## src/design/ablc_pkg.sv

```systemverilog
package ablc_pkg;

  typedef logic signed [9:0] axis_t;

  typedef enum logic [1:0] {
    ACT_NORMAL = 2'd0,
    ACT_BRAKE  = 2'd1,
    ACT_DIM    = 2'd2
  } act_e;

  typedef enum logic [2:0] {
    CFG_BLOCK_ENABLE  = 3'd0,
    CFG_TRAVEL_SEL    = 3'd1,
    CFG_VERT_SEL      = 3'd2,
    CFG_INVERT_TRAVEL = 3'd3,
    CFG_ENGAGE_THR    = 3'd4,
    CFG_DISENGAGE_THR = 3'd5,
    CFG_SUSTAIN_MS    = 3'd6,
    CFG_SIDEWAYS_EN   = 3'd7
  } cfg_idx_e;

  localparam int unsigned MaxActs = 3;

  localparam logic [31:0]        RecalcGapMs    = 32'd30;
  localparam logic [31:0]        SidewaysDimMs  = 32'd5000;
  localparam logic signed [10:0] VertLow        = -11'sd50;
  localparam logic signed [10:0] VertHigh       = 11'sd50;
  localparam logic signed [10:0] SidewaysTravel = 11'sd200;
  localparam logic [7:0]         BrakePreset    = 8'd2;

  typedef struct packed {
    logic        block_enable;
    logic [1:0]  travel_sel;
    logic [1:0]  vert_sel;
    logic        invert_travel;
    axis_t       engage_thr;
    axis_t       disengage_thr;
    logic [15:0] sustain_ms;
    logic        sideways_en;
  } cfg_t;

  typedef struct packed {
    logic [31:0] recalc_time;
    logic [31:0] brake_time;
    logic [31:0] sideways_time;
    logic        sideways;
    logic        braking;
    axis_t [2:0] axis;
  } st_t;

  typedef struct packed {
    logic [31:0]     now_ms;
    logic            display_busy;
    logic            sample_valid;
    logic [2:0][7:0] low_byte;
    logic [2:0][7:0] high_byte;
    logic [7:0]      current_preset;
    logic            brightness_nonzero;
  } tick_t;

  typedef struct packed {
    logic [1:0]         cnt;
    act_e [MaxActs-1:0] acts;
    st_t                st;
  } eval_res_t;

endpackage

```

## src/design/ablc_eval.sv

```systemverilog
module ablc_eval import ablc_pkg::*; (
  input  tick_t     tick_i,
  input  cfg_t      cfg_i,
  input  st_t       st_i,
  output eval_res_t res_o
);

  logic [31:0]        brake_gap, recalc_gap, side_gap;
  logic               en, is_brake, bright;
  logic               release_hit, recalc_hit, side_hit;
  axis_t [2:0]        axis_new;
  axis_t              travel_pick, vert_pick;
  logic signed [10:0] travel, vert, engage, disengage;

  // candidate emissions in model order: release, branch first, branch second
  logic [MaxActs-1:0] emit_v;
  act_e [MaxActs-1:0] emit_a;
  logic [1:0]         cnt;
  act_e [MaxActs-1:0] acts;
  st_t                st_d;

  function automatic axis_t pick_axis(axis_t [2:0] ax, logic [1:0] sel);
    axis_t r;
    case (sel)
      2'd0:    r = ax[0];
      2'd1:    r = ax[1];
      default: r = ax[2];
    endcase
    return r;
  endfunction

  assign en       = cfg_i.block_enable && !tick_i.display_busy;
  assign is_brake = (tick_i.current_preset == BrakePreset);
  assign bright   = tick_i.brightness_nonzero;

  assign brake_gap  = tick_i.now_ms - st_i.brake_time;
  assign recalc_gap = tick_i.now_ms - st_i.recalc_time;
  assign side_gap   = tick_i.now_ms - st_i.sideways_time;

  assign release_hit = (brake_gap > {16'd0, cfg_i.sustain_ms}) && is_brake;
  assign recalc_hit  = (recalc_gap > RecalcGapMs);

  always_comb begin
    for (int i = 0; i < 3; i++) begin
      axis_new[i] = tick_i.sample_valid ?
                    axis_t'({tick_i.high_byte[i], tick_i.low_byte[i][7:6]}) : st_i.axis[i];
    end
  end

  assign travel_pick = pick_axis(axis_new, cfg_i.travel_sel);
  assign vert_pick   = pick_axis(axis_new, cfg_i.vert_sel);

  // 11 bits so that negating -512 stays exact
  assign travel    = cfg_i.invert_travel ? -11'(travel_pick) : 11'(travel_pick);
  assign vert      = 11'(vert_pick);
  assign engage    = 11'(cfg_i.engage_thr);
  assign disengage = 11'(cfg_i.disengage_thr);

  assign side_hit = (vert > VertLow) && (vert < VertHigh) &&
                    (travel > SidewaysTravel) && cfg_i.sideways_en;

  always_comb begin
    st_d   = st_i;
    emit_v = '0;
    emit_a = '{default: ACT_NORMAL};
    if (en) begin
      emit_v[0] = release_hit;
      if (recalc_hit) begin
        st_d.axis = axis_new;
        if (side_hit) begin
          if (is_brake) begin
            emit_v[1] = 1'b1;
          end else if (!st_i.sideways) begin
            st_d.sideways_time = tick_i.now_ms;
            st_d.sideways      = 1'b1;
          end else if ((side_gap > SidewaysDimMs) && bright) begin
            emit_v[1] = 1'b1;
            emit_a[1] = ACT_DIM;
          end
          st_d.recalc_time = tick_i.now_ms;
        end else begin
          emit_v[1]     = st_i.sideways && !bright && cfg_i.sideways_en;
          st_d.sideways = 1'b0;
          if (travel < engage) begin
            st_d.braking = 1'b0;
            emit_v[2]    = is_brake && (travel < disengage);
          end else begin
            st_d.brake_time = tick_i.now_ms;
            if (!st_i.braking) begin
              st_d.braking = 1'b1;
              emit_v[2]    = 1'b1;
              emit_a[2]    = ACT_BRAKE;
            end
          end
        end
      end
    end
  end

  // pack the valid candidates to the front
  always_comb begin
    cnt  = 2'd0;
    acts = '{default: ACT_NORMAL};
    for (int k = 0; k < MaxActs; k++) begin
      if (emit_v[k]) begin
        acts[cnt] = emit_a[k];
        cnt       = cnt + 2'd1;
      end
    end
  end

  assign res_o.cnt  = cnt;
  assign res_o.acts = acts;
  assign res_o.st   = st_d;

endmodule

```

## src/design/accel_brake_light_controller.sv

```systemverilog
// A tick transferred into the input register has its actions evaluated combinationally and
// loaded into the action queue when the queue drains. Throughput: one tick per cycle while
// each tick yields at most one action and the receiver does not stall; further ticks wait.
// The rate is set by the three-entry action queue, which drains one action per unstalled cycle.
// Reset clears all timers, flags and axis values and loads the register defaults.
module accel_brake_light_controller import ablc_pkg::*; (
  input  logic        clk_i,
  input  logic        rst_ni,
  input  logic        cfg_we_i,
  input  logic [2:0]  cfg_index_i,
  input  logic [15:0] cfg_data_i,
  input  logic        in_valid_i,
  output logic        in_stall_o,
  input  logic [31:0] now_ms_i,
  input  logic        display_busy_i,
  input  logic        sample_valid_i,
  input  logic [7:0]  x_low_byte_i,
  input  logic [7:0]  x_high_byte_i,
  input  logic [7:0]  y_low_byte_i,
  input  logic [7:0]  y_high_byte_i,
  input  logic [7:0]  z_low_byte_i,
  input  logic [7:0]  z_high_byte_i,
  input  logic [7:0]  current_preset_i,
  input  logic        brightness_nonzero_i,
  output logic        out_valid_o,
  input  logic        out_stall_i,
  output logic [1:0]  action_o,
  output logic        last_action_o
);

  cfg_t               cfg_q, cfg_d;
  st_t                st_q;
  tick_t              tick_q;
  logic               tick_vld_q, tick_vld_d;
  act_e [MaxActs-1:0] act_q, act_d;
  logic [1:0]         cnt_q, cnt_d;
  eval_res_t          res;
  logic               in_xfer, out_xfer, buf_free, consume;

  // ---------------- configuration ----------------
  always_comb begin
    cfg_d = cfg_q;
    if (cfg_we_i) begin
      unique case (cfg_idx_e'(cfg_index_i))
        CFG_BLOCK_ENABLE:  cfg_d.block_enable  = cfg_data_i[0];
        CFG_TRAVEL_SEL:    cfg_d.travel_sel    = cfg_data_i[1:0];
        CFG_VERT_SEL:      cfg_d.vert_sel      = cfg_data_i[1:0];
        CFG_INVERT_TRAVEL: cfg_d.invert_travel = cfg_data_i[0];
        CFG_ENGAGE_THR:    cfg_d.engage_thr    = axis_t'(cfg_data_i[9:0]);
        CFG_DISENGAGE_THR: cfg_d.disengage_thr = axis_t'(cfg_data_i[9:0]);
        CFG_SUSTAIN_MS:    cfg_d.sustain_ms    = cfg_data_i;
        CFG_SIDEWAYS_EN:   cfg_d.sideways_en   = cfg_data_i[0];
      endcase
    end
  end

  always_ff @(posedge clk_i or negedge rst_ni) begin
    if (!rst_ni) begin
      cfg_q.block_enable  <= 1'b1;
      cfg_q.travel_sel    <= 2'd2;
      cfg_q.vert_sel      <= 2'd0;
      cfg_q.invert_travel <= 1'b1;
      cfg_q.engage_thr    <= 10'sd60;
      cfg_q.disengage_thr <= -10'sd20;
      cfg_q.sustain_ms    <= 16'd2500;
      cfg_q.sideways_en   <= 1'b1;
    end else begin
      cfg_q <= cfg_d;
    end
  end

  // ---------------- handshakes ----------------
  assign out_valid_o   = (cnt_q != 2'd0);
  assign action_o      = act_q[0];
  assign last_action_o = (cnt_q == 2'd1);

  assign out_xfer = out_valid_o && !out_stall_i;
  // the queue can take a fresh tick's actions once it drains this cycle
  assign buf_free = (cnt_q == 2'd0) || ((cnt_q == 2'd1) && out_xfer);
  assign consume  = tick_vld_q && buf_free;

  assign in_stall_o = tick_vld_q && !buf_free;
  assign in_xfer    = in_valid_i && !in_stall_o;

  // ---------------- input register ----------------
  assign tick_vld_d = in_xfer ? 1'b1 : (consume ? 1'b0 : tick_vld_q);

  always_ff @(posedge clk_i or negedge rst_ni) begin
    if (!rst_ni) begin
      tick_vld_q <= 1'b0;
    end else begin
      tick_vld_q <= tick_vld_d;
    end
  end

  always_ff @(posedge clk_i) begin
    if (in_xfer) begin
      tick_q.now_ms             <= now_ms_i;
      tick_q.display_busy       <= display_busy_i;
      tick_q.sample_valid       <= sample_valid_i;
      tick_q.low_byte           <= {z_low_byte_i, y_low_byte_i, x_low_byte_i};
      tick_q.high_byte          <= {z_high_byte_i, y_high_byte_i, x_high_byte_i};
      tick_q.current_preset     <= current_preset_i;
      tick_q.brightness_nonzero <= brightness_nonzero_i;
    end
  end

  // ---------------- evaluation ----------------
  ablc_eval u_eval (
    .tick_i (tick_q),
    .cfg_i  (cfg_q),
    .st_i   (st_q),
    .res_o  (res)
  );

  always_ff @(posedge clk_i or negedge rst_ni) begin
    if (!rst_ni) begin
      st_q <= '0;
    end else if (consume) begin
      st_q <= res.st;
    end
  end

  // ---------------- action queue ----------------
  always_comb begin
    act_d = act_q;
    cnt_d = cnt_q;
    if (consume) begin
      act_d = res.acts;
      cnt_d = res.cnt;
    end else if (out_xfer) begin
      act_d[0] = act_q[1];
      act_d[1] = act_q[2];
      cnt_d    = cnt_q - 2'd1;
    end
  end

  always_ff @(posedge clk_i or negedge rst_ni) begin
    if (!rst_ni) begin
      cnt_q <= 2'd0;
    end else begin
      cnt_q <= cnt_d;
    end
  end

  always_ff @(posedge clk_i) begin
    act_q <= act_d;
  end

  // ---------------- assertions ----------------
  a_out_hold: assert property (@(posedge clk_i) disable iff (!rst_ni)
    (out_valid_o && out_stall_i) |=>
      out_valid_o && $stable(action_o) && $stable(last_action_o))
    else $error("stalled action changed");

  a_full_stalls: assert property (@(posedge clk_i) disable iff (!rst_ni)
    (tick_vld_q && (cnt_q >= 2'd2)) |-> in_stall_o)
    else $error("tick taken while queue holds more than one action");

  a_disabled_quiet: assert property (@(posedge clk_i) disable iff (!rst_ni)
    (consume && !cfg_q.block_enable) |=> (cnt_q == 2'd0) && $stable(st_q))
    else $error("disabled block produced actions or changed state");

  a_brake_emits: assert property (@(posedge clk_i) disable iff (!rst_ni)
    $rose(st_q.braking) |->
      (cnt_q != 2'd0) && ((act_q[0] == ACT_BRAKE) || (act_q[1] == ACT_BRAKE) ||
                          (act_q[2] == ACT_BRAKE)))
    else $error("braking engaged without a brake action");

  a_empty_no_stall: assert property (@(posedge clk_i) disable iff (!rst_ni)
    !tick_vld_q |-> !in_stall_o)
    else $error("stall raised with empty input register");

endmodule

```

## config.mk

```make
export PLATFORM = sky130hd
export DESIGN_NAME = accel_brake_light_controller
export DESIGN_NICKNAME = d
export VERILOG_FILES = /design/src/design/ablc_pkg.sv /design/src/design/ablc_eval.sv /design/src/design/accel_brake_light_controller.sv
export SDC_FILE = /design/constraint.sdc
export NUM_CORES = 1
export LEC_CHECK = 0
export BUFFER_PORTS_ARGS = -buffer_cell sky130_fd_sc_hd__buf_2
export CAP_MARGIN = 20
export CORE_MARGIN = 2
export CORE_UTILIZATION = 50
export CTS_BUF_LIST = sky130_fd_sc_hd__clkbuf_16
export DETAILED_ROUTE_END_ITERATION = 12
export GPL_TIMING_DRIVEN = 0
export PLACE_DENSITY = 0.64
export REMOVE_ABC_BUFFERS = 1
export SETUP_SLACK_MARGIN = 0.5
export SYNTH_ARGS = -nofsm -noshare
export SYNTH_HDL_FRONTEND = slang
export SYNTH_HIERARCHICAL = 1
export SYNTH_SLANG_ARGS = --single-unit
```

## constraint.sdc

```tcl
create_clock -name clk_i -period 10.6 [get_ports clk_i]
set_input_delay 1.06 -clock clk_i [delete_from_list [all_inputs] [get_ports clk_i]]
set_output_delay 1.06 -clock clk_i [all_outputs]
set_load 0.02 [all_outputs]
```

==> metrics.yaml <==
rsz0062_at_grt: "false"
die_width_um: 203
dpl.hpwl_um: 37400
crit_path_end_kind: "flip-flop"
avgRoutedWirePerCell_um: 18.9
clkLatencyLatePin_ns: 0.56
final.setup.tns_ns: 0
worstSetupPathType: "reg -> reg"
p_leak_nw: 9.38
drtAntennaViolNets: 0
final.period_utilization_pct: 62.0
cts_setup_buffers: 0
drtPass1Iterations: 7
clkSinkCount: 253
cp.arrival_ns: 6.88
final_util_pct: 55.8
grt_max_degree: 94
grt.total_usage_pct: 23.4
cts_resized: 0
die_h_um: 203
setup_violations: 0
synthCells: 1951
viasPerCell: 5.93
io_buffers: 101
maxCapViolations: 0
crit_fanout: 4
clk_pin_slew_worst_paths_ns: 0.06
post-route-min-period_ns: 6.57
drt_wl_total_um: 48100
cts_buffer_depth: 3
grt-ovfl-total: 0
core_um2: 38800
ir_drop_mv: 0.193
clk_root_buffer_cell: "clkbuf_16"
finClkSkew_ns: 0.0102
cts_tree: "built"
finalMaxSlewViolations: 0
gp_congestion: 0.885
htreeDepth: 1
fill_cells: 3489
finalNetCount: 2259
drive_above_1_share_pct: 21.8
numCtsBuffers: 28
initial_core_util_pct: 51.0
required_ns: 10.91
ios: 120
powerDensity_nw_per_um2: 288
syn_area_per_cell_um2: 10.1
drc: 0
relSlewSlack_pct: 32.9
worstMarginPinSlew_ns: 1.01
rrSetupSlack_ns: 4.03
grt_pass1_wl_um: 78100
areaGrowthSynthToFinish_pct: 9.41
grt_pass1_vias: 15255
yosysWarningCount: 6
num_rows: 72
status: "finished clean"
startpoint_type: "flip-flop"
antenna_found_initial: 6
die_area_um2: 41200
drt_iter0_drc: 707
ctsHoldBuffers: 0
max_freq_mhz: 152
hold_viol_final: 0
vias: 15120
syn_area_um2: 19800
worst_hold_path_type: "reg -> reg"
layer usage:
metal	vias up	global-route usage (%)	routed length [um]	share of wire [%]
li1	7339	-	-	-
met1	7346	28.7	20500	43
met2	316	41.6	23700	49
met3	113	3.08	1990	4.1
met4	6	8.97	1870	3.9
met5	-	0	38	0.079
final timing paths:
path / startpoint / cells past startpoint / endpoint
worst max-delay path: tick_q[59]$_DFFE_PP_ / 27 / act_q[2]$_DFFE_PP_
worst min register to register: cfg_q[10]$_DFFE_PN0P_ / 1 / cfg_q[10]$_DFFE_PN0P_
worst max register to register: tick_q[59]$_DFFE_PP_ / 27 / act_q[2]$_DFFE_PP_
min in group asynchronous: rst_ni / 1 / tick_vld_q$_DFFE_PN0P_
worst min-delay path: cfg_q[10]$_DFFE_PN0P_ / 1 / cfg_q[10]$_DFFE_PN0P_
max in group asynchronous: rst_ni / 2 / cfg_q[3]$_DFFE_PN1P_
critical path: stages, from the launching register on:
cell and delay (ns):
edfxtp_1 0.45, inv_1 0.18, ha_1 0.20, inv_1 0.05
fa_1 0.42, a211oi_1 0.30, o21bai_1 0.12, a21oi_1 0.30
nor3_1 0.09, o21a_1 0.18, o21ai_0 0.17, nand2b_1 0.08
a21oi_1 0.17, xnor2_1 0.16, ha_1 0.28, nand4_1 0.10
nor2_1 0.07, nand4_1 0.11, a21oi_1 0.07, o41ai_1 0.68
o2111a_1 0.30, o2111ai_1 0.10, or4_1 0.46, nor4_1 0.39
a31o_2 0.21, ha_1 0.24, nor3b_1 0.14, mux2_1 0.30
report_power, final:
group	switching, mW	leakage, nW	internal [mW]
logic	1.97	5.95	1.67
clock network	0.400	0.484	0.604
registers	0.260	2.95	1.34
total	2.63	9.38	3.61
cell usage in the layout (no fill, tap or decap), drive strengths merged, types with 22 or more instances in the layout:
cell / n
buf: 110
dfrtp: 154
mux2i: 39
nand2b: 26
edfxtp: 79
o211ai: 28
nand4: 24
nor2: 100
inv: 185
a21o: 33
nor3: 38
clkbuf: 30
xnor2: 34
nand2: 98
a21oi: 117
mux2: 316
o21ai: 78
ha: 135
o21a: 22
nand3: 29
registers in the layout, indices dropped and copies added (netlist names):
name        cells
act_q           4
tick_vld_q      1
tick_q         73
action_o        2
cfg_q          43
st_q          128
cnt_q           2
metrics by stage:
stage / std cells / total power [mW] / worst slack, ns / instance area [um2] / hold WS, ns
2_1_floorplan: 1866 / 4.34 / 3.37 / 19300 / 0.479
3_3_place_gp: 2485 / 5.14 / 0.851 / 20500 / 0.488
3_5_place_dp: 2494 / 5.23 / 4.01 / 20700 / 0.496
4_1_cts: 2546 / 6.27 / 3.99 / 21600 / 0.510
5_1_grt: 2546 / 6.75 / 3.53 / 21600 / 0.523
6_report: 2549 / 6.25 / 4.03 / 21700 / 0.504
area by class of cell:
cell class	instances	area (um2)	share of cell area [%]
Antenna cell	3	7.51	0.0347
Clock buffer	30	751	3.47
Clock inverter	22	204	0.942
Inverter	179	672	3.10
Multi-Input combinational cell	1434	11900	55.0
Sequential cell	253	6750	31.2
Tap cell	518	648	2.99
Timing Repair Buffer	110	718	3.32
No activity file was read; power rests on OpenSTA's default activity.
